==> config.mk <==
export PLATFORM = sky130hd
export DESIGN_NAME = ggc_queue
export DESIGN_NICKNAME = d
export VERILOG_FILES = /design/src/sv/ggc_pkg.sv /design/src/sv/ggc_queue.sv
export SDC_FILE = /design/constraint.sdc
export NUM_CORES = 1
export LEC_CHECK = 0
export BUFFER_PORTS_ARGS = -buffer_cell sky130_fd_sc_hd__buf_2
export CORE_UTILIZATION = 37
export DETAILED_ROUTE_END_ITERATION = 10
export SLEW_MARGIN = 20
export SYNTH_ARGS = -nofsm -noshare
export SYNTH_HDL_FRONTEND = slang
export SYNTH_SLANG_ARGS = --single-unit
==> constraint.sdc <==
create_clock -name i_clk -period 4.7 [get_ports i_clk]
set_clock_uncertainty 0.1 [all_clocks]
set_input_delay 1.175 -clock i_clk [delete_from_list [all_inputs] [get_ports i_clk]]
set_output_delay 1.175 -clock i_clk [all_outputs]
set_load 0.05 [all_outputs]
==> src/sv/ggc_pkg.sv <==
// ----------------------------------------------------------------------------
// ggc_pkg: shared types for the greedy graph coloring block
// Item and result payloads, the decoded operation word passed from the
// front end to the back end, and the back end state encoding.
// ----------------------------------------------------------------------------
package ggc_pkg;

    localparam int VERTEX_W  = 10;
    localparam int COLOR_W   = 6;
    localparam int USED_W    = 7;
    localparam int COUNT_W   = 11;
    localparam logic [COUNT_W-1:0] COUNT_RESET = 11'd1024;

    typedef struct packed {
        logic                new_graph;
        logic [VERTEX_W-1:0] neighbor;
        logic                has_neighbor;
        logic                vertex_end;
    } t_in_item;

    typedef struct packed {
        logic [VERTEX_W-1:0] vertex;
        logic [COLOR_W-1:0]  color;
        logic [USED_W-1:0]   colors_used;
        logic                graph_done;
        logic                overflow;
    } t_out_item;

    // decoded request: which steps the back end runs for it
    typedef struct packed {
        logic                clear;
        logic                open;
        logic                mark;
        logic                result;
        logic [VERTEX_W-1:0] neighbor;
    } t_op;

    typedef enum logic [2:0] {
        S_CLEAR,
        S_IDLE,
        S_OPEN,
        S_PICK,
        S_MARK,
        S_WRITE,
        S_RESULT
    } t_back_state;

endpackage

==> src/sv/ggc_queue.sv <==
// ----------------------------------------------------------------------------
// ggc_queue: short request queue between front and back end
// Small circular buffer of decoded requests; depth is a power of two.
// ----------------------------------------------------------------------------
module ggc_queue #(
    parameter int DEPTH = 2
) (
    input  logic          i_clk,
    input  logic          i_rst_n,
    input  logic          i_wr,
    input  ggc_pkg::t_op  i_data,
    output logic          o_full,
    output logic          o_valid,
    input  logic          i_rd,
    output ggc_pkg::t_op  o_data
);

    localparam int PW = (DEPTH > 1) ? $clog2(DEPTH) : 1;
    localparam int CW = $clog2(DEPTH + 1);

    ggc_pkg::t_op    r_mem [DEPTH];
    logic [PW-1:0]   r_wp, n_wp;
    logic [PW-1:0]   r_rp, n_rp;
    logic [CW-1:0]   r_cnt, n_cnt;

    always_comb begin
        n_wp  = r_wp;
        n_rp  = r_rp;
        n_cnt = r_cnt;
        if (i_wr) begin
            n_wp = (r_wp == PW'(DEPTH - 1)) ? '0 : r_wp + 1'b1;
        end
        if (i_rd) begin
            n_rp = (r_rp == PW'(DEPTH - 1)) ? '0 : r_rp + 1'b1;
        end
        if (i_wr && !i_rd) begin
            n_cnt = r_cnt + 1'b1;
        end else if (!i_wr && i_rd) begin
            n_cnt = r_cnt - 1'b1;
        end
    end

    always_ff @(posedge i_clk) begin
        if (!i_rst_n) begin
            r_wp  <= '0;
            r_rp  <= '0;
            r_cnt <= '0;
        end else begin
            r_wp  <= n_wp;
            r_rp  <= n_rp;
            r_cnt <= n_cnt;
        end
    end

    always_ff @(posedge i_clk) begin
        if (i_wr) begin
            r_mem[r_wp] <= i_data;
        end
    end

    assign o_full  = (r_cnt == CW'(DEPTH));
    assign o_valid = (r_cnt != '0);
    assign o_data  = r_mem[r_rp];

endmodule

==> results of run 1 <==
## worst min-delay path by stage
stage                          end  slack, ps  startpoint  depth (start not counted)
final                     r_cnt[1]        400    r_cnt[1]                          2
after global routing      r_cnt[1]        440    r_cnt[1]                          2
after detailed placement  r_cnt[1]        390    r_cnt[1]                          2
after floorplan           r_cnt[1]        360    r_cnt[1]                          2
after CTS                 r_cnt[1]        410    r_cnt[1]                          2
after global placement    r_cnt[1]        370    r_cnt[1]                          2
## routing by layer
layer | share of wire [%] | vias to the layer above | routed length (um) | global-route usage, %
met3 | 8.5 | 3 | 151 | 5.24
met4 | 1.8 | 0 | 32 | 8.97
met5 | 0 | - | 0 | 0
met2 | 44 | 26 | 791 | 18.1
met1 | 45 | 301 | 808 | 13.7
li1 | - | 320 | - | -
## cell usage after synthesis, drive strengths merged
library cell	instances
edfxtp	28
mux2	14
dfxtp	5
and2	4
nor2b	2
xor2	2
a21boi	1
and2b	1
buf	1
ha	1
inv	1
o21a	1
o21ai	1
or2	1
or3	1
xnor2	1
## sequential cells by signal (all words and copies together) (netlist names), named ones only
register	flops
r_mem	28
r_cnt	2
r_rp	1
r_wp	1
## power by group through the flow
stage / registers [mW] / logic [mW] / clock network, mW
after floorplan: 0.348 / 0.0931 / 0
after global placement: 0.352 / 0.116 / 0
after detailed placement: 0.353 / 0.117 / 0
after CTS: 0.347 / 0.117 / 0.205
after global routing: 0.349 / 0.123 / 0.220
final: 0.346 / 0.116 / 0.199
## worst min-delay path, stage by stage, from the launching register on
cell                       delay [ps]
sky130_fd_sc_hd__dfxtp_1          330
sky130_fd_sc_hd__o21ai_0           70
sky130_fd_sc_hd__a21boi_1          60
## through the flow
step           utilization (%)  setup slack (ps)
5_1_grt                   49.1              1620
6_report                  49.1              1740
3_3_place_gp              46.7              2070
3_5_place_dp              46.7              2060
2_1_floorplan                -              2330
4_1_cts                   49.1              1680
## area by class of cell
type	count	area, sq um	share of cell area, %
tap	44	55.1	3.62
inverter	1	3.75	0.247
clock buffer	6	41.3	2.71
sequential	33	941	61.8
timing repair buffer	34	173	11.3
clock inverter	2	33.8	2.22
multi-input combinational	30	275	18.1
## cells by family after synthesis
| kind of cell | Yosys count |
|---|---|
| AO/OA/AOI/OAI | 3 |
| adder cells (fa/ha/maj) | 1 |
| multiplexers | 14 |
| AND/OR/NAND/NOR | 9 |
| XOR/XNOR | 3 |
| buffers and inverters | 2 |
| flip-flops | 33 |
==> parameters.txt, run 1 <==
Parameter                              Value

Timing
  Portion of the clock cycle consumed by the worst path in the final layout ... 62.9%
  Total setup violations reported at the end of the flow ... 0
  Worst hold margin ... approximately 400 ps
  Slew margin rel. ... 57.5%
  Slew at the pin closest to its max-slew limit ... between 600 and 700 ps
  Post-route minimum period ... slightly below 3000 ps
  RSZ-0062 raised after global routing ... no
  Pins over their slew limit ... 0
  Sum Neg Setup Slack ... 0 ps
  Maximum clock frequency ... between 0.3 and 0.4 GHz
  Hold Violations, Final ... 0

Clocking
  CTS H-Tree Depth ... 2
  Clock buffers created by TritonCTS ... 5
  Clock tree buffer depth ... 2
  Insertion delay to the later sink of the worst-skew pair ... approximately 320 ps
  Root buffer cell ... sky130_fd_sc_hd__clkbuf_4
  Clock tree from TritonCTS ... done
  Clock-pin slew of the registers on the worst-case setup and hold paths ... 90 ps
  Count of hold-fix buffers inserted at cts ... 0
  Number of clock sinks ... 33
  Gates resized, CTS repair ... 0
  Post-CTS setup repair buffer count ... 0

Power
  Clock network power share ... between 30% and 40%
  Cell-internal power ... roughly 0.48 mW
  Sequential Power Share ... a little over half
  Overall Power ... approximately 0.66 mW
  Leakage ... just under 0.6 nW
  Net switching power ... 0.176 mW
  Power per cell area ... ~430 nW/um^2
  Switching part of the total ... between 20% and 30%
  Proportion of power drawn by combinational gates ... 17.5%
  Largest voltage drop on the vdd net ... around 0.18 mV

Setup path
  Total stage count of the critical path ... 2
  Slowest-stage cell, CP ... sky130_fd_sc_hd__dfxtp_1
  Critical path cell sequence ... mux2_2, buf_2
  Dominant delay contributor by cell family on the critical path ... flip-flops
  Endpoint class of the critical path ... primary output
  Worst reg-to-reg setup slack ... ~3300 ps
  Combined buffer and inverter count along the critical path ... 1
  RR Startpoint ... r_wp
  Length in cells of the worst reg-to-reg path ... 1
  Worst setup endpoint ... o_data[0]
  CP Data Arrival Time ... 1680 ps
  Startpoint class of the critical path ... register
  Critical setup path kind ... register to primary output
  RR Endpoint ... r_mem[1][13]
  Biggest fanout along the worst timing path ... 14
  Required arrival time at the worst endpoint ... around 3400 ps
  CP peak stage delay ... between 700 and 800 ps

Cells and area
  Most frequent cells in the layout ... sky130_fd_sc_hd__buf_2, sky130_fd_sc_hd__edfxtp_1, sky130_fd_sc_hd__mux2_2, sky130_fd_sc_hd__dfxtp_1, sky130_fd_sc_hd__clkbuf_4
  Fraction of final layout cells sized beyond drive strength 1 ... a little over half
  Fill count ... slightly below 300
  # diodes ... 0
  Fin nets ... about 120
  Post-route non-filler standard cell count ... 150
  Post-route design area ... between 1500 and 2000 sq um
  Leading cell type in the layout, fill and taps excluded ... sky130_fd_sc_hd__buf_2
  Area growth syn-to-layout ... 24.1%

Logic synthesis
  Leading post-synthesis cells by cell area ... sky130_fd_sc_hd__edfxtp_1, sky130_fd_sc_hd__mux2_2, sky130_fd_sc_hd__dfxtp_1
  Area share of the largest cell type after synthesis ... about two thirds
  Multiplexer share of the synthesized area ... 12.8%
  Area fraction in and, or, nand and nor cells after synthesis ... under 10%
  Netlist cell types ... 16
  Mapped Area ... around 1200 sq um
  Post-synthesis register bit count ... 33
  Number of standard cells after synthesis ... 65
  Synth warn ... 0
  Syn Area/Cell ... approximately 19 sq um
  Sequential area share after synthesis ... approximately 77%
  Most area-hungry cell type in the Yosys netlist ... sky130_fd_sc_hd__edfxtp_1
  Syn Nets ... 84
  Adder-Cell Fraction of Synth Area ... under 10%
  Combinational family with the most area after synthesis ... multiplexers
  Xor and xnor fraction of the mapped netlist area ... between 2 and 2.5%
  Complex-gate fraction of the synthesized area ... between 1.5 and 2%

Placed design
  Number of placed cells counting well taps ... 142
  Area after detailed placement ... roughly 1400 sq um
  Number of I/O port buffers ... 33
  Weighted congestion at the end of routability-driven global placement ... between 0.5 and 0.6
  Half-perimeter wire length after placement ... 1210 um

Hold path
  Type of the tightest min-delay check ... register to register

Floorplanning
  Die Y ... about 60 um
  Starting density of the core ... 39.6%
  Io pins ... 34
  Row count ... 20
  Width of the die ... between 50 and 60 um
  Area enclosed by the die boundary ... 3550 sq um
  Total core area ... about 3100 sq um

Routing
  Count of routing violations after the opening detailed-route iteration ... 14
  Total detailed-routing wirelength ... approximately 1800 um
  First-pass iteration count of the detailed router ... 4
  Per-cell via count in the routed design ... 4.33
  Via total after detailed routing ... 650
  ANT nets after route ... 0
  Drt wl/cell ... 11.9 um
  Number of remaining DRC errors ... 0

Job
  Maximum Capacitance Violations ... 0

Global routing
  Total global-route track usage ... 12.1%
  Vias in the first global route ... between 600 and 700
  Final global-route overflow total ... 0
  Number of antenna violations at the first check in global routing ... 0
  Global-route wire length before repair ... ~2900 um
  Maximum number of pins on one net before global-route repair ... 16

Status
  Run status ... finished, final reports clean
Power figures use the tool's default switching activity.
==> run 2, diff against run 1 <==
==> constraint.sdc (replaced) <==
create_clock -name i_clk -period 2.45 [get_ports i_clk]
set_clock_uncertainty 0.1 [all_clocks]
set_input_delay 0.6125 -clock i_clk [delete_from_list [all_inputs] [get_ports i_clk]]
set_output_delay 0.6125 -clock i_clk [all_outputs]
set_load 0.05 [all_outputs]
==> run 2 against run 1 <==
Global-route usage fell by 0.37 points. Register-to-register slack got worse by 2000 ps. Die area did not move. Total power rose by 76%. Largest power group unchanged.
==> parameters.txt, run 2 (synthesis results as in run 1) <==
Parameter                              Value

Global routing
  Total global-route track usage ... 11.7%
  Maximum number of pins on one net before global-route repair ... 15
  Global-route wire length before repair ... ~2800 um
  Vias in the first global route ... between 600 and 700
  Final global-route overflow total ... 0
  Number of antenna violations at the first check in global routing ... 0

Routing
  Count of routing violations after the opening detailed-route iteration ... 17
  Via total after detailed routing ... approximately 670
  Number of remaining DRC errors ... 0
  Drt wl/cell ... 12.0 um
  First-pass iteration count of the detailed router ... 3
  ANT nets after route ... 0
  Per-cell via count in the routed design ... about 4.4
  Total detailed-routing wirelength ... 1830 um

Timing
  Slew margin rel. ... between 80 and 90%
  Post-route minimum period ... 2320 ps
  Hold Violations, Final ... 0
  Pins over their slew limit ... 0
  RSZ-0062 raised after global routing ... no
  Final critical-path setup slack ... 127 ps
  Sum Neg Setup Slack ... 0 ps
  Slew at the pin closest to its max-slew limit ... 294 ps
  Portion of the clock cycle consumed by the worst path in the final layout ... 94.8%
  Maximum clock frequency ... around 0.43 GHz
  Total setup violations reported at the end of the flow ... 0

Placed design
  Weighted congestion at the end of routability-driven global placement ... approximately 0.6
  Worst Setup Slack post-DPL ... around 450 ps
  Number of placed cells counting well taps ... 145
  Area after detailed placement ... 1470 sq um
  Number of I/O port buffers ... 33

Clocking
  Count of hold-fix buffers inserted at cts ... 0
  Clock tree buffer depth ... 2
  Insertion delay to the later sink of the worst-skew pair ... between 300 and 400 ps
  Post-CTS setup repair buffer count ... 0
  Root buffer cell ... sky130_fd_sc_hd__clkbuf_4
  Gates resized, CTS repair ... 0
  Clock tree from TritonCTS ... done
  Clock-pin slew of the registers on the worst-case setup and hold paths ... around 100 ps
  Clock buffers created by TritonCTS ... 5
  CTS H-Tree Depth ... 2
  Number of clock sinks ... 33

Floorplanning
  Row count ... 20
  Total core area ... between 3000 and 4000 sq um
  Die Y ... around 60 um
  Starting density of the core ... 39.6%
  Io pins ... 34
  Area enclosed by the die boundary ... ~3600 sq um
  Width of the die ... roughly 60 um

Power
  Largest voltage drop on the vdd net ... ~0.39 mV
  Leakage ... 0.599 nW
  Overall Power ... roughly 1.2 mW
  Cell-internal power ... slightly above 0.8 mW
  Clock network power share ... a little under a quarter
  Switching part of the total ... roughly 30%
  Sequential Power Share ... ~57%
  Net switching power ... approximately 0.34 mW
  Power per cell area ... about 770 nW/um^2
  Proportion of power drawn by combinational gates ... between 20% and 30%

Setup path
  Biggest fanout along the worst timing path ... 8
  Required arrival time at the worst endpoint ... ~1700 ps
  Slowest-stage cell, CP ... sky130_fd_sc_hd__dfxtp_1
  CP Data Arrival Time ... around 1600 ps
  Critical setup path kind ... register to primary output
  Endpoint class of the critical path ... primary output
  Startpoint class of the critical path ... register
  RR Startpoint ... r_cnt[0]
  CP peak stage delay ... roughly 500 ps
  Critical path cell sequence ... buf_4, mux2_2, buf_2

Status
  Run status ... finished, final reports clean

Cells and area
  Multi-input gate area in the final layout ... roughly 280 sq um
  Biggest regs ... r_mem x28, r_cnt x2
  Most frequent cells in the layout ... sky130_fd_sc_hd__buf_2, sky130_fd_sc_hd__edfxtp_1, sky130_fd_sc_hd__mux2_2, sky130_fd_sc_hd__dfxtp_1, sky130_fd_sc_hd__clkbuf_4
  Leading cell type in the layout, fill and taps excluded ... sky130_fd_sc_hd__buf_2
  Fin nets ... roughly 130
  Storage element area ... about 940 sq um
  Post-route non-filler standard cell count ... between 150 and 200
  Fill count ... roughly 300
  Fraction of final layout cells sized beyond drive strength 1 ... between 50% and 60%
  Post-route design area ... about 1500 sq um
  Area growth syn-to-layout ... 23.9%
  Register bank with the most flops ... r_mem
  # diodes ... 0
  Flip-flop count of the largest register, all copies and words added ... 28

Hold path
  Type of the tightest min-delay check ... input port to register
  Worst min-delay path startpoint ... i_data[9]

Job
  Maximum Capacitance Violations ... 0
## run 2: cell types whose count changed in the layout (fill, tap and decap cells not counted)
| cell | change |
|---|---|
| sky130_fd_sc_hd__clkbuf_1 | -1 |
| sky130_fd_sc_hd__clkinv_1 | +1 |
| sky130_fd_sc_hd__clkinv_2 | +1 |
| sky130_fd_sc_hd__bufinv_16 | -1 |
| sky130_fd_sc_hd__buf_4 | +3 |
## run 2: path summary, 6_finish.rpt
kind	depth (start not counted)	slack (ps)	end
worst max-delay path	3	130	o_data[6]
worst min-delay path	1	370	r_mem[0][9]
worst max register to register	3	1340	r_cnt[1]
worst min register to register	2	410	r_cnt[1]
## run 2: power groups by stage
stage | Combinational, mW | Clock (mW) | Sequential [mW]
6_report | 0.232 | 0.273 | 0.659
5_1_grt | 0.244 | 0.308 | 0.663
4_1_cts | 0.236 | 0.288 | 0.660
3_5_place_dp | 0.235 | 0 | 0.672
3_3_place_gp | 0.233 | 0 | 0.671
2_1_floorplan | 0.179 | 0 | 0.668
## run 2: stage by stage
step                hold slack, ps  utilization [%]
CTS                            350             49.0
global placement               380             47.4
detailed placement             406             47.4
global route                   345             49.0
floorplan                      361                -
finish                         368             49.0
## run 2: critical path: cells and delay by family (launching register included)
kind                   cells  cell delay [ps]
DFF                        1              500
buffers and inverters      2              450
muxes                      1              340
## run 2: layer usage
layer	global-route usage, %	part of all wire (%)	up-vias
li1	-	-	328
met1	13.9	46	312
met2	16.5	44	26
met3	6.55	7.4	6
met4	6.98	2.4	0
met5	0	0	-
## run 2: final cells by class
| cell class | count | share of cell area (%) |
|---|---|---|
| Sequential cell | 33 | 61.9 |
| Tap cell | 44 | 3.62 |
| Multi-Input combinational cell | 30 | 18.1 |
| Clock buffer | 5 | 2.47 |
| Timing Repair Buffer | 37 | 12.8 |
| Clock inverter | 3 | 0.823 |
| Inverter | 1 | 0.247 |
