## config.mk

```make
export PLATFORM = sky130hd
export DESIGN_NAME = ggc_back
export DESIGN_NICKNAME = d
export VERILOG_FILES = /design/src/sv/ggc_pkg.sv /design/src/sv/ggc_back.sv
export SDC_FILE = /design/constraint.sdc
export NUM_CORES = 1
export LEC_CHECK = 0
export BUFFER_PORTS_ARGS = -buffer_cell sky130_fd_sc_hd__buf_2
export CAP_MARGIN = 0
export CORE_AREA = 2 2 97 146
export CTS_BUF_LIST = sky130_fd_sc_hd__clkbuf_4 sky130_fd_sc_hd__clkbuf_8 sky130_fd_sc_hd__clkbuf_16
export CTS_CLUSTER_DIAMETER = 100
export CTS_CLUSTER_SIZE = 10
export DETAILED_ROUTE_END_ITERATION = 16
export DIE_AREA = 0 0 99 148
export HOLD_SLACK_MARGIN = 0.03
export MAX_ROUTING_LAYER = met4
export PLACE_DENSITY_LB_ADDON = 0.2
export SLEW_MARGIN = 40
export SYNTH_ARGS = -nofsm -noshare
export SYNTH_HDL_FRONTEND = slang
export SYNTH_SLANG_ARGS = --single-unit
```

## constraint.sdc

```tcl
create_clock -name i_clk -period 5.1 [get_ports i_clk]
set_input_delay 0 -clock i_clk [delete_from_list [all_inputs] [get_ports i_clk]]
set_output_delay 0 -clock i_clk [all_outputs]
set_load 0.05 [all_outputs]
```

## src/sv/ggc_pkg.sv

```systemverilog
// ----------------------------------------------------------------------------
// ggc_pkg: shared types for the greedy graph coloring block
// Item and result payloads, the decoded operation word passed from the
// front end to the back end, and the back end state encoding.
// ----------------------------------------------------------------------------
package ggc_pkg;

    localparam int VERTEX_W  = 10;
    localparam int COLOR_W   = 6;
    localparam int USED_W    = 7;
    localparam int COUNT_W   = 11;
    localparam logic [COUNT_W-1:0] COUNT_RESET = 11'd1024;

    typedef struct packed {
        logic                new_graph;
        logic [VERTEX_W-1:0] neighbor;
        logic                has_neighbor;
        logic                vertex_end;
    } t_in_item;

    typedef struct packed {
        logic [VERTEX_W-1:0] vertex;
        logic [COLOR_W-1:0]  color;
        logic [USED_W-1:0]   colors_used;
        logic                graph_done;
        logic                overflow;
    } t_out_item;

    // decoded request: which steps the back end runs for it
    typedef struct packed {
        logic                clear;
        logic                open;
        logic                mark;
        logic                result;
        logic [VERTEX_W-1:0] neighbor;
    } t_op;

    typedef enum logic [2:0] {
        S_CLEAR,
        S_IDLE,
        S_OPEN,
        S_PICK,
        S_MARK,
        S_WRITE,
        S_RESULT
    } t_back_state;

endpackage

```

## src/sv/ggc_back.sv

```systemverilog
// ----------------------------------------------------------------------------
// ggc_back: coloring engine
// Runs each request as a short sequence over the forbidden-color store:
// clear sweep, color pick at vertex open, read-modify-write per neighbor,
// and the per-vertex result into a one-entry output register.
// ----------------------------------------------------------------------------
module ggc_back #(
    parameter int MAX_VERTICES = 1024,
    parameter int MAX_COLORS   = 64
) (
    input  logic                                i_clk,
    input  logic                                i_rst_n,
    input  logic                                i_q_valid,
    input  ggc_pkg::t_op                        i_op,
    output logic                                o_q_pop,
    output logic                                o_init_busy,
    input  logic [ggc_pkg::COUNT_W-1:0]         i_vertex_count,
    output logic                                o_we,
    output logic [$clog2(MAX_VERTICES)-1:0]     o_waddr,
    output logic [MAX_COLORS-1:0]               o_wdata,
    output logic                                o_re,
    output logic [$clog2(MAX_VERTICES)-1:0]     o_raddr,
    input  logic [MAX_COLORS-1:0]               i_rdata,
    output logic                                o_out_valid,
    output ggc_pkg::t_out_item                  o_out,
    input  logic                                i_out_pop
);

    localparam int AW = $clog2(MAX_VERTICES);
    localparam int CW = (AW + 1 > ggc_pkg::COUNT_W) ? AW + 1 : ggc_pkg::COUNT_W;
    localparam bit IS_POW2 = ((MAX_VERTICES & (MAX_VERTICES - 1)) == 0);

    // neighbor index modulo the store depth: mask, or restoring subtracts
    function automatic logic [AW-1:0] wrap_index(
        input logic [ggc_pkg::VERTEX_W-1:0] v
    );
        int r;
        r = int'(v);
        if (IS_POW2) begin
            r = r & (MAX_VERTICES - 1);
        end else begin
            for (int k = ggc_pkg::VERTEX_W - 1; k >= 0; k--) begin
                if (r >= (MAX_VERTICES << k)) begin
                    r = r - (MAX_VERTICES << k);
                end
            end
        end
        return r[AW-1:0];
    endfunction

    function automatic ggc_pkg::t_back_state first_step(input ggc_pkg::t_op op);
        if (op.open) begin
            return ggc_pkg::S_OPEN;
        end else if (op.mark) begin
            return ggc_pkg::S_MARK;
        end else if (op.result) begin
            return ggc_pkg::S_RESULT;
        end
        return ggc_pkg::S_IDLE;
    endfunction

    ggc_pkg::t_back_state        r_state, n_state;
    ggc_pkg::t_op                r_op, n_op;
    logic [AW-1:0]               r_clr_addr, n_clr_addr;
    logic                        r_clr_resume, n_clr_resume;
    logic                        r_init, n_init;
    logic [ggc_pkg::COLOR_W-1:0] r_hc, n_hc;
    logic [ggc_pkg::COLOR_W-1:0] r_color, n_color;
    logic [AW-1:0]               r_idx, n_idx;
    logic                        r_ovf, n_ovf;
    logic                        r_out_valid, n_out_valid;
    ggc_pkg::t_out_item          r_out, n_out;

    logic [AW-1:0]               nb_addr;
    logic [CW-1:0]               vc_ext;
    logic [CW-1:0]               cnt_eff;
    logic                        done;
    logic [AW+ggc_pkg::VERTEX_W-1:0] vx_ext;
    logic [ggc_pkg::USED_W-1:0]  hc_next;
    logic                        found;
    logic [ggc_pkg::COLOR_W-1:0] pick;
    logic                        load;

    assign nb_addr = wrap_index(r_op.neighbor);
    assign vc_ext  = CW'(i_vertex_count);
    assign cnt_eff = (vc_ext == '0) ? CW'(1) :
                     (vc_ext > CW'(MAX_VERTICES)) ? CW'(MAX_VERTICES) : vc_ext;
    assign done    = (CW'(r_idx) == cnt_eff - 1'b1);
    assign vx_ext  = {{ggc_pkg::VERTEX_W{1'b0}}, r_idx};
    assign hc_next = {1'b0, r_hc} + 1'b1;

    // first free color among 0..highest, from the word just read
    always_comb begin
        found = 1'b0;
        pick  = '0;
        for (int c = MAX_COLORS - 1; c >= 0; c--) begin
            if (!i_rdata[c] && (ggc_pkg::USED_W'(c) <= {1'b0, r_hc})) begin
                found = 1'b1;
                pick  = ggc_pkg::COLOR_W'(c);
            end
        end
    end

    always_comb begin
        n_state      = r_state;
        n_op         = r_op;
        n_clr_addr   = r_clr_addr;
        n_clr_resume = r_clr_resume;
        n_init       = r_init;
        n_hc         = r_hc;
        n_color      = r_color;
        n_idx        = r_idx;
        n_ovf        = r_ovf;
        n_out        = r_out;
        o_q_pop      = 1'b0;
        o_we         = 1'b0;
        o_waddr      = r_clr_addr;
        o_wdata      = '0;
        o_re         = 1'b0;
        o_raddr      = r_idx;
        load         = 1'b0;

        unique case (r_state)
            ggc_pkg::S_CLEAR: begin
                o_we = 1'b1;
                if (r_clr_addr == AW'(MAX_VERTICES - 1)) begin
                    n_init       = 1'b0;
                    n_clr_resume = 1'b0;
                    n_state      = r_clr_resume ? first_step(r_op) : ggc_pkg::S_IDLE;
                end else begin
                    n_clr_addr = r_clr_addr + 1'b1;
                end
            end
            ggc_pkg::S_IDLE: begin
                if (i_q_valid) begin
                    o_q_pop = 1'b1;
                    n_op    = i_op;
                    if (i_op.clear) begin
                        n_hc         = '0;
                        n_idx        = '0;
                        n_ovf        = 1'b0;
                        n_color      = '0;
                        n_clr_addr   = '0;
                        n_clr_resume = 1'b1;
                        n_state      = ggc_pkg::S_CLEAR;
                    end else begin
                        n_state = first_step(i_op);
                    end
                end
            end
            ggc_pkg::S_OPEN: begin
                o_re    = 1'b1;
                n_state = ggc_pkg::S_PICK;
            end
            ggc_pkg::S_PICK: begin
                if (found) begin
                    n_color = pick;
                end else if (hc_next >= ggc_pkg::USED_W'(MAX_COLORS)) begin
                    n_ovf   = 1'b1;
                    n_color = ggc_pkg::COLOR_W'(MAX_COLORS - 1);
                end else begin
                    n_hc    = hc_next[ggc_pkg::COLOR_W-1:0];
                    n_color = hc_next[ggc_pkg::COLOR_W-1:0];
                end
                n_state = r_op.mark   ? ggc_pkg::S_MARK :
                          r_op.result ? ggc_pkg::S_RESULT : ggc_pkg::S_IDLE;
            end
            ggc_pkg::S_MARK: begin
                o_re    = 1'b1;
                o_raddr = nb_addr;
                n_state = ggc_pkg::S_WRITE;
            end
            ggc_pkg::S_WRITE: begin
                o_we    = 1'b1;
                o_waddr = nb_addr;
                o_wdata = i_rdata | ({{(MAX_COLORS - 1){1'b0}}, 1'b1} << r_color);
                n_state = r_op.result ? ggc_pkg::S_RESULT : ggc_pkg::S_IDLE;
            end
            ggc_pkg::S_RESULT: begin
                if (!r_out_valid || i_out_pop) begin
                    load              = 1'b1;
                    n_out.vertex      = vx_ext[ggc_pkg::VERTEX_W-1:0];
                    n_out.color       = r_color;
                    n_out.colors_used = hc_next;
                    n_out.graph_done  = done;
                    n_out.overflow    = r_ovf;
                    if (done || (r_idx == AW'(MAX_VERTICES - 1))) begin
                        n_idx = '0;
                    end else begin
                        n_idx = r_idx + 1'b1;
                    end
                    n_state = ggc_pkg::S_IDLE;
                end
            end
            default: begin
                n_state = ggc_pkg::S_IDLE;
            end
        endcase

        n_out_valid = (r_out_valid && !i_out_pop) || load;
    end

    always_ff @(posedge i_clk) begin
        if (!i_rst_n) begin
            r_state      <= ggc_pkg::S_CLEAR;
            r_clr_addr   <= '0;
            r_clr_resume <= 1'b0;
            r_init       <= 1'b1;
            r_hc         <= '0;
            r_color      <= '0;
            r_idx        <= '0;
            r_ovf        <= 1'b0;
            r_out_valid  <= 1'b0;
        end else begin
            r_state      <= n_state;
            r_clr_addr   <= n_clr_addr;
            r_clr_resume <= n_clr_resume;
            r_init       <= n_init;
            r_hc         <= n_hc;
            r_color      <= n_color;
            r_idx        <= n_idx;
            r_ovf        <= n_ovf;
            r_out_valid  <= n_out_valid;
        end
    end

    always_ff @(posedge i_clk) begin
        r_op  <= n_op;
        r_out <= n_out;
    end

    assign o_init_busy = r_init;
    assign o_out_valid = r_out_valid;
    assign o_out       = r_out;

endmodule

```

==> impl_summary.log, run 1 <==
INFO  metric worstPathRequired = about 5.3 ns
INFO  metric die-width = between 90 and 100 um
INFO  metric max_freq = ~260 MHz
INFO  metric routed-via-count = ~8500
INFO  metric leakagePower = around 3.5 nW
INFO  metric ir_drop = 0.000151 V
INFO  metric via_cell_ratio = around 6.6
INFO  metric gpl.final_weighted_congestion = 1.10
INFO  metric drive_gt1_share = 24.6%
INFO  metric grt_antenna_before_repair = 0
INFO  metric run_status = finished clean
INFO  metric drt_first_pass_iters = 8
INFO  metric cts-root-buf = clkbuf_16
INFO  metric floorplan.io_pins = slightly above 200
INFO  metric avgSynthCellArea = 7.36 sq um
INFO  metric timing.max_slew.rel_slack = 40.2%
INFO  metric yosys_warnings = 0
INFO  metric crit_path_end_kind = flop
INFO  metric die_area = 14700 sq um
INFO  metric grt_max_degree = 46
INFO  metric detailedRoute.firstIterationViolations = ~800
INFO  metric crit-reg2reg-launch = r_hc[0]
INFO  metric diodes = 0
INFO  metric tritoncts_clock_tree = done
INFO  metric cts_post_setup_buffers_inserted = 0
INFO  metric ys_async_sr_fraction = 0%
INFO  metric rsz_0062_raised_after_global_routing = false
INFO  metric port_bufs = between 200 and 250
INFO  metric worst_skew_pair.late_latency = about 0.34 ns
INFO  metric crit_slowest_cell = dfxtp_1
INFO  metric syn-cell-area = between 6000 and 7000 sq um
INFO  metric p_per_area = 247 nW/um^2
INFO  metric tritoncts.num_buffers = 9
INFO  metric clk_transition_reported_paths = 0.07 ns
INFO  metric netlist-cell-type-count = 84
INFO  metric drt-total-wl = 30100 um
INFO  metric floorplan.core_area = between 10000 and 15000 sq um
INFO  metric cts-htree-levels = 3
INFO  metric critical_path_peak_fanout = 18
INFO  metric grt_pass1_wl = ~45000 um
INFO  metric worst_path_arrival_time = 4.15 ns
INFO  metric place_hpwl = 23200 um
INFO  metric dieHeight = 148 um
INFO  metric critical-path-max-stage-delay = between 0.7 and 0.8 ns
INFO  metric num_rows = 52
INFO  metric drc = 0
INFO  metric critical_path.cell_chain = inv_1 -> ha_1 -> o21ai_1 -> a21oi_1 -> o31a_1 -> nand4b_1 -> nor2_1 -> and4_1 -> a311oi_1 -> a41o_1
INFO  metric nets = between 1000 and 1500
INFO  metric layout.area.seq = between 1500 and 2000 sq um
INFO  metric area_growth_syn_to_layout = 21.0%
INFO  metric via_count_of_the_first_global_routing_pass = 8047
INFO  metric initial_utilization = a little over half
INFO  metric holdCritStartpoint = i_rst_n
INFO  metric finalHoldViolCount = 0
INFO  metric gate_count_after_technology_mapping = roughly 950
INFO  metric yosys_register_bits = 77
INFO  metric sequential_fraction_of_the_synthesis_area = 27.6%
INFO  metric final_core_density = a little over three fifths
INFO  metric hold_class = in -> reg
INFO  metric cts.sinks = a little under 80
INFO  metric top_flip_flop_cell_by_instance_count_after_synthesis = dfxtp_1
INFO  metric maxSlewViolCount = 0
INFO  metric layout.cells.most_common = buf_2
INFO  metric final_global_route_overflow_total = 0
INFO  metric drv_cap = 0
INFO  metric totalNegativeSetupSlack = 0 ns
INFO  metric finalClockSkew = between 0.01 and 0.015 ns
INFO  metric mappedNetlistNets = 1048
INFO  metric grt_usage = ~41%
INFO  metric layout_common_cells = 206 x buf_2, 131 x nor2_1, 114 x a21oi_1
INFO  metric period_needed = 3.92 ns
INFO  metric criticalPathCategory = reg -> reg
INFO  metric hold_ws = just under 0.07 ns
INFO  metric multi_input_area = between 4000 and 5000 sq um
INFO  metric critical_path.startpoint = r_hc[0]
INFO  metric clk_path_buf_depth = 2
INFO  metric worst-slew-pin-transition = ~0.89 ns
INFO  metric start_kind = flop
INFO  metric nFillCells = 1214
INFO  metric synth-edff-count = 38
INFO  metric drt.antenna.violating_nets = 0
INFO  metric timing.final.setup_violations = 0
INFO  metric timing.final.crit_share = 76.8%
INFO  metric wire_length_per_cell_after_detailed_routing = between 20 and 25 um
layer usage:
layer  up-vias  global-route usage, %  wire, um
met2       523                   71.8     15300
met4         0                   29.2      2690
met5         -                      -         0
li1       3892                      -         -
met3       134                   4.30      2090
met1      3983                   41.2     10000
logic make-up (layout without fill, tap and decap cells):
family                     count (synthesis)  after routing  share of synthesized area [%]
adders and majority gates                  7              7                           1.26
and+or+nand+nor                          423            423                           30.9
DFF                                       77             77                           27.6
buffers and inverters                     93            275                           5.87
AOI/OAI and AO/OA                        309            309                           28.9
xor gates and xnor gates                  19             19                           2.39
muxes                                     20             20                           3.19
final cells by class:
type / count / share of cell area (%)
repair buffers: 230 / 14.8
flip-flops and latches: 77 / 22.8
well taps: 162 / 2.40
clock buffers: 10 / 2.83
clock inverters: 6 / 0.623
multi-input cells: 778 / 55.3
inverters: 29 / 1.29
flip-flops by register name (all words and copies together) (netlist names):
name and cells:
o_out 25, r_hc 6, r_clr_resume 1, r_op 3, r_color 6, r_ovf 1, r_clr_addr 10, nb_addr 10
o_out_valid 1, o_init_busy 1, r_idx 10, r_state 3
path summary, 6_finish.rpt:
kind	slack, ns	to	cells after the start
hold reg to reg	0.44	o_out[0]	0
setup reg to reg	1.18	r_hc[3]	10
setup / recovery	1.18	r_hc[3]	10
hold / removal	0.07	o_init_busy	2
synth_stat cells (9+ instances only):
master	n	area [sq um]
a211oi_1	13	97.6
a21o_1	10	75.1
a21oi_1	114	571
a31oi_1	20	125
and2_1	13	81.3
and3_1	14	87.6
buf_2	20	100
clkbuf_1	31	116
dfxtp_1	39	781
edfxtp_1	38	1140
inv_1	29	109
mux2_2	18	203
nand2_1	77	289
nand2b_1	13	81.3
nand3_1	29	145
nand3b_1	9	67.6
nand4_1	15	93.8
nor2_1	133	499
nor2b_1	23	144
nor3_1	41	205
nor4_1	14	87.6
o21a_1	11	82.6
o21ai_0	45	225
o22ai_1	9	56.3
xnor2_1	11	96.3
worst max-delay path: cells and delay by family, from the launching register on:
kind / cells / cell delay [ns]
AND/OR/NAND/NOR: 3 / 0.87
adder cells (fa/ha/maj): 1 / 0.40
buffers and inverters: 1 / 0.22
flip-flops: 1 / 0.71
AO/OA/AOI/OAI: 5 / 1.61
metrics by stage:
stage | setup slack (ns) | cell area, sq um | std cells | power [mW]
after floorplan | 1.34 | 6970 | 948 | 1.24
after global placement | 1.17 | 7990 | 1262 | 1.45
after detailed placement | 1.36 | 8000 | 1262 | 1.45
after CTS | 1.34 | 8430 | 1292 | 2.07
after global routing | 0.889 | 8440 | 1292 | 2.17
final | 1.18 | 8440 | 1292 | 2.08
report_power, final:
part | switching [mW] | internal (mW)
Combinational | 0.518 | 0.207
Sequential | 0.0527 | 0.686
Clock | 0.268 | 0.352
Total | 0.839 | 1.24
repair_timing:
action / CTS / global route
hold buffers: 14 / 0
gates resized for setup: 0 / 0
hold endpoints to repair: 14 / 0
No activity file was read; power rests on OpenSTA's default activity.
==> inputs of run 2 (changes only) <==
--- a/config.mk
+++ b/config.mk
@@ -7,12 +7,12 @@
 export LEC_CHECK = 0
 export BUFFER_PORTS_ARGS = -buffer_cell sky130_fd_sc_hd__buf_2
 export CAP_MARGIN = 0
-export CORE_AREA = 2 2 97 146
+export CORE_AREA = 2 2 102 153
 export CTS_BUF_LIST = sky130_fd_sc_hd__clkbuf_4 sky130_fd_sc_hd__clkbuf_8 sky130_fd_sc_hd__clkbuf_16
 export CTS_CLUSTER_DIAMETER = 100
 export CTS_CLUSTER_SIZE = 10
 export DETAILED_ROUTE_END_ITERATION = 16
-export DIE_AREA = 0 0 99 148
+export DIE_AREA = 0 0 104 155
 export HOLD_SLACK_MARGIN = 0.03
 export MAX_ROUTING_LAYER = met4
 export PLACE_DENSITY_LB_ADDON = 0.2
==> constraint.sdc (replaced) <==
create_clock -name i_clk -period 3.5 [get_ports i_clk]
set_input_delay 0 -clock i_clk [delete_from_list [all_inputs] [get_ports i_clk]]
set_output_delay 0 -clock i_clk [all_outputs]
set_load 0.05 [all_outputs]
==> impl_summary.log, run 2 (same netlist as run 1, synthesis figures left out) <==
INFO  metric run_status = finished clean
INFO  metric drt.antenna.violating_nets = 0
INFO  metric worst_skew_pair.late_latency = 0.34 ns
INFO  metric criticalPathCategory = reg -> reg
INFO  metric area_growth_syn_to_layout = 26.7%
INFO  metric critical_path_peak_fanout = 15
INFO  metric period_needed = between 3 and 4 ns
INFO  metric critical_path.cell_chain = buf_4 -> ha_1 -> nand3_1 -> a211oi_1 -> a21oi_1 -> nand4b_1 -> nor2_1 -> and4_1 -> buf_4 -> or3_1 -> o22ai_1
INFO  metric hold_ws = ~0.056 ns
INFO  metric floorplan.io_pins = slightly above 200
INFO  metric finalHoldViolCount = 0
INFO  metric port_bufs = just over 200
INFO  metric rsz_0062_raised_after_global_routing = false
INFO  metric nets = ~1300
INFO  metric num_rows = between 50 and 60
INFO  metric max_freq = approximately 300 MHz
INFO  metric cts-root-buf = clkbuf_16
INFO  metric floorplan.core_area = between 10000 and 15000 sq um
INFO  metric grt_antenna_before_repair = 0
INFO  metric drv_cap = 0
INFO  metric critical-path-max-stage-delay = 0.46 ns
INFO  metric placement.setup.worst_slack = ~0.14 ns
INFO  metric maxSlewViolCount = 0
INFO  metric diodes = 0
INFO  metric clk_path_buf_depth = 2
INFO  metric r2r_cells = 11
INFO  metric timing.max_slew.rel_slack = between 40% and 50%
INFO  metric crit_path_end_kind = flop
INFO  metric start_kind = flop
INFO  metric die-width = around 100 um
INFO  metric drive_gt1_share = 27.5%
INFO  metric timing.hold.worst_endpoint = o_out_valid
INFO  metric routed-via-count = ~8600
INFO  metric cts_post_setup_buffers_inserted = 0
INFO  metric crit-reg2reg-launch = r_hc[0]
INFO  metric hold_class = in -> reg
INFO  metric drt_first_pass_iters = 6
INFO  metric worst_path_arrival_time = about 3.6 ns
INFO  metric timing.rr.end = r_color[0]
INFO  metric gpl.final_weighted_congestion = ~1.1
INFO  metric grt_usage = between 30% and 40%
INFO  metric ir_drop = around 0.00038 V
INFO  metric tritoncts.num_buffers = 9
INFO  metric critical_path_buf_inv_count = 2
INFO  metric dieHeight = about 160 um
INFO  metric crit_path_frequent_cell = buf_4
INFO  metric grt_pass1_wl = approximately 45000 um
INFO  metric cts_hold_buf = 13
INFO  metric clk_transition_reported_paths = ~0.06 ns
INFO  metric place_hpwl = around 23000 um
INFO  metric timing.final.crit_share = approximately 95%
INFO  metric cts.sinks = between 70 and 80
INFO  metric timing.final.setup_violations = 0
INFO  metric grt_max_degree = 44
INFO  metric crit_slowest_cell = a211oi_1
INFO  metric via_cell_ratio = about 6.3
INFO  metric detailedRoute.firstIterationViolations = between 600 and 700
INFO  metric cts-htree-levels = 3
INFO  metric setup.reg_to_reg.worst_slack = roughly 0.19 ns
INFO  metric totalNegativeSetupSlack = 0 ns
INFO  metric whs_path_depth = 3
INFO  metric cts_resized = 0
INFO  metric tritoncts_clock_tree = done
INFO  metric layout.cells.most_common = buf_2
INFO  metric holdCritStartpoint = i_out_pop
INFO  metric final_global_route_overflow_total = 0
INFO  metric drt-total-wl = between 20000 and 30000 um
INFO  metric timing.final.ws_setup = 0.191 ns
INFO  metric via_count_of_the_first_global_routing_pass = 8159
INFO  metric wire_length_per_cell_after_detailed_routing = between 20 and 25 um
INFO  metric largest_register_ff_count = 25
INFO  metric critPathTopFamily = simple AND/OR/NAND/NOR gates
INFO  metric layout_common_cells = 206 x buf_2, 133 x nor2_1, 114 x a21oi_1
INFO  metric die_area = ~16000 sq um
INFO  metric initial_utilization = 46.9%
INFO  metric drc = 0
INFO  metric leakagePower = 3.69 nW
INFO  metric worstPathRequired = between 3 and 4 ns
INFO  metric p_per_area = around 350 nW/um^2
INFO  metric finalClockSkew = 0.00989 ns
INFO  metric final_core_density = between 50% and 60%
INFO  metric worst-slew-pin-transition = 0.838 ns
## run 2: worst reg2reg max path, cell delays in order, from the launching register on
cell and delay [ns]:
dfxtp_1 0.38, buf_4 0.26, ha_1 0.44, nand3_1 0.31, a211oi_1 0.46, a21oi_1 0.20
nand4b_1 0.21, nor2_1 0.07, and4_1 0.23, buf_4 0.16, or3_1 0.36, o22ai_1 0.13
## run 2: final cells by class
class                      instances  area (sq um)
clock buffer                       9           225
sequential                        77          1920
multi-input combinational        778          4670
inverter                          29           109
tap                              199           249
fill                            1449          6020
clock inverter                     7          72.6
timing repair buffer             276          1590
## run 2: how the worst max path moves through the flow
| stage | startpoint | end | slack [ns] | depth (start not counted) |
|---|---|---|---|---|
| detailed placement | i_vertex_count[8] | r_idx[0] | 0.14 | 14 |
| global route | r_hc[0] | r_color[0] | 0.01 | 11 |
| finish | r_hc[0] | r_color[0] | 0.19 | 11 |
| global placement | i_vertex_count[8] | r_idx[0] | 0.16 | 14 |
| floorplan | r_hc[0] | r_hc[3] | 0.34 | 13 |
| CTS | r_hc[0] | r_hc[3] | 0.21 | 11 |
## run 2: report_power, final
part           switching [mW]  internal (mW)
Combinational           0.764          0.316
Sequential             0.0742           1.00
Clock                   0.366          0.554
Total                    1.20           1.87
## run 2: metal layers
layer / global-route usage [%] / part of all wire [%] / vias to the layer above
met5: - / 0 / -
met4: 26.4 / 8.1 / 0
met3: 4.61 / 6.6 / 138
met2: 65.4 / 51 / 511
met1: 36.8 / 35 / 3998
li1: - / - / 3987
## run 2: through the flow
step	instances	total power [mW]	instance area, sq um
floorplan	948	1.81	6980
global placement	1346	2.14	8400
detailed placement	1346	2.14	8410
CTS	1375	3.07	8830
global route	1375	3.20	8840
finish	1375	3.07	8840
==> inputs of run 3 (changes only) <==
--- a/config.mk
+++ b/config.mk
@@ -7,15 +7,16 @@
 export LEC_CHECK = 0
 export BUFFER_PORTS_ARGS = -buffer_cell sky130_fd_sc_hd__buf_2
 export CAP_MARGIN = 0
-export CORE_AREA = 2 2 102 153
+export CORE_AREA = 5 5 105 156
 export CTS_BUF_LIST = sky130_fd_sc_hd__clkbuf_4 sky130_fd_sc_hd__clkbuf_8 sky130_fd_sc_hd__clkbuf_16
 export CTS_CLUSTER_DIAMETER = 100
 export CTS_CLUSTER_SIZE = 10
 export DETAILED_ROUTE_END_ITERATION = 16
-export DIE_AREA = 0 0 104 155
+export DIE_AREA = 0 0 110 161
 export HOLD_SLACK_MARGIN = 0.03
 export MAX_ROUTING_LAYER = met4
 export PLACE_DENSITY_LB_ADDON = 0.2
+export SETUP_SLACK_MARGIN = 0.3
 export SLEW_MARGIN = 40
 export SYNTH_ARGS = -nofsm -noshare
 export SYNTH_HDL_FRONTEND = slang
==> impl_summary.log, run 3 (same netlist as run 1, synthesis figures left out) <==
INFO  metric timing.max_slew.rel_slack = between 40% and 50%
INFO  metric largest_register_ff_count = 25
INFO  metric start_kind = flop
INFO  metric worst_skew_pair.late_latency = ~0.34 ns
INFO  metric grt_usage = 34.3%
INFO  metric tritoncts_clock_tree = done
INFO  metric drive_gt1_share = approximately 28%
INFO  metric whs_path_depth = 3
INFO  metric clk_transition_reported_paths = 0.07 ns
INFO  metric critical_path_peak_fanout = 17
INFO  metric hold_class = in -> reg
INFO  metric initial_utilization = 46.7%
INFO  metric power_frac_comb = 35.3%
INFO  metric timing.final.crit_share = ~87%
INFO  metric gpl.final_weighted_congestion = roughly 1.1
INFO  metric layout.cells.most_common = buf_2
INFO  metric drt.antenna.violating_nets = 0
INFO  metric critical-path-max-stage-delay = 0.39 ns
INFO  metric p_sw_share = roughly two fifths
INFO  metric nets = roughly 1300
INFO  metric globalRouteMet2Util = a little under 60%
INFO  metric crit_slowest_cell = dfxtp_1
INFO  metric r2r_cells = 11
INFO  metric crit_path_end_kind = flop
INFO  metric ir_drop = roughly 0.00032 V
INFO  metric leakagePower = approximately 3.7 nW
INFO  metric die-width = between 100 and 150 um
INFO  metric criticalPathCategory = reg -> reg
INFO  metric global_route.peak_usage_layer = met2
INFO  metric wire_length_per_cell_after_detailed_routing = 21.8 um
INFO  metric drt-total-wl = about 30000 um
INFO  metric via_count_of_the_first_global_routing_pass = 8334
INFO  metric grt.met1_usage = a little over a third
INFO  metric tritoncts.num_buffers = 9
INFO  metric totalNegativeSetupSlack = 0 ns
INFO  metric drc = 0
INFO  metric crit_path_frequent_cell = buf_4
INFO  metric layout_common_cells = 206 x buf_2, 132 x nor2_1, 114 x a21oi_1
INFO  metric timing.hold.worst_endpoint = o_out_valid
INFO  metric p_per_area = around 350 nW/um^2
INFO  metric cts-htree-levels = 3
INFO  metric floorplan.core_area = about 15000 sq um
INFO  metric power.clock.fraction = 30.4%
INFO  metric area_growth_syn_to_layout = 27.0%
INFO  metric holdCritStartpoint = i_out_pop
INFO  metric drv_cap = 0
INFO  metric worst_path_arrival_time = about 3.3 ns
INFO  metric max_freq = between 300 and 400 MHz
INFO  metric detailedRoute.firstIterationViolations = between 700 and 800
INFO  metric p_sw = 1.21 mW
INFO  metric num_rows = 55
INFO  metric finalHoldViolCount = 0
INFO  metric timing.final.setup_violations = 0
INFO  metric critPathTopFamily = compound AO/OA/AOI/OAI gates
INFO  metric drt_first_pass_iters = 7
INFO  metric finalPower = 3.09 mW
INFO  metric grt_antenna_before_repair = 0
INFO  metric placedCellCount = about 1300
INFO  metric setup.reg_to_reg.worst_slack = 0.47 ns
INFO  metric floorplan.io_pins = around 210
INFO  metric non_filler_instances = between 1000 and 1500
INFO  metric cts-root-buf = clkbuf_16
INFO  metric grt_use_met3 = approximately 4.3%
INFO  metric run_status = finished clean
INFO  metric final_global_route_overflow_total = 0
INFO  metric dieHeight = around 160 um
INFO  metric via_cell_ratio = approximately 6.1
INFO  metric die_area = ~18000 sq um
INFO  metric intPower = 1.88 mW
INFO  metric grt_pass1_wl = around 45000 um
INFO  metric timing.rr.end = r_color[0]
INFO  metric worstPathRequired = between 3 and 4 ns
INFO  metric finalClockSkew = between 0.009 and 0.01 ns
INFO  metric clk_path_buf_depth = 2
INFO  metric grt_max_degree = 38
INFO  metric port_bufs = a little over 200
INFO  metric worst-slew-pin-transition = about 0.80 ns
INFO  metric rsz_0062_raised_after_global_routing = false
INFO  metric cts_post_setup_buffers_inserted = 0
INFO  metric place_hpwl = roughly 24000 um
INFO  metric hold_ws = between 0.04 and 0.05 ns
INFO  metric diodes = 0
INFO  metric period_needed = around 3 ns
INFO  metric power.sequential.fraction = approximately 34%
INFO  metric critical_path.cell_chain = buf_4 -> ha_2 -> inv_1 -> o22a_1 -> a211oi_1 -> o21bai_1 -> nor2_1 -> and4_1 -> buf_4 -> or3_1 -> o22ai_1
INFO  metric maxSlewViolCount = 0
INFO  metric routed-via-count = around 8400
INFO  metric critical_path_buf_inv_count = 3
INFO  metric cts.sinks = 77
INFO  metric crit-reg2reg-launch = r_hc[1]
run 3: layout make-up:
type	count	area [sq um]
Clock inverter	5	43.8
Fill cell	1468	6080
Multi-Input combinational cell	778	4700
Inverter	29	109
Clock buffer	11	264
Sequential cell	77	1920
Tap cell	199	249
Timing Repair Buffer	271	1560
run 3: tightest hold or removal path, cell delays in order:
cell and delay, ns:
buf_2 0.08, nor2b_1 0.07, o21a_1 0.19
run 3: power by group through the flow:
stage          logic (mW)  registers, mW  clock network [mW]
3_5_place_dp         1.07           1.08                   0
6_report             1.09           1.06               0.940
4_1_cts              1.09           1.06               0.957
3_3_place_gp         1.06           1.07                   0
2_1_floorplan       0.729           1.08                   0
5_1_grt              1.16           1.07               0.992
run 3: how the worst max path moves through the flow:
stage	depth (start not counted)	endpoint	slack [ns]	start
final	11	r_color[0]	0.47	r_hc[1]
after global routing	11	r_hc[1]	0.28	r_hc[0]
after detailed placement	14	r_idx[0]	0.12	i_vertex_count[6]
after floorplan	13	r_hc[3]	0.34	r_hc[0]
after global placement	14	r_idx[0]	0.15	i_vertex_count[6]
after CTS	11	r_color[0]	0.33	r_hc[1]
run 3: timing repair:
action                                  4_1_cts  5_1_grt
hold endpoints to repair                     13        0
gates resized for setup                       0        9
hold buffers                                 13        0
endpoints found under the setup margin        0       12
run 3: through the flow:
stage          utilization (%)  cell area, sq um  worst slack (ns)
5_1_grt                   59.3              8860             0.276
3_3_place_gp              56.1              8370             0.152
4_1_cts                   59.0              8810             0.330
6_report                  59.3              8860             0.465
2_1_floorplan                -              6980             0.344
3_5_place_dp              56.1              8370             0.119
run 3: per-layer routing:
metal  vias to the layer above  share of wire [%]
li1                       3978                  -
met1                      3803                 35
met2                       464                 50
met3                       145                7.0
met4                         0                8.7
met5                         -                  0
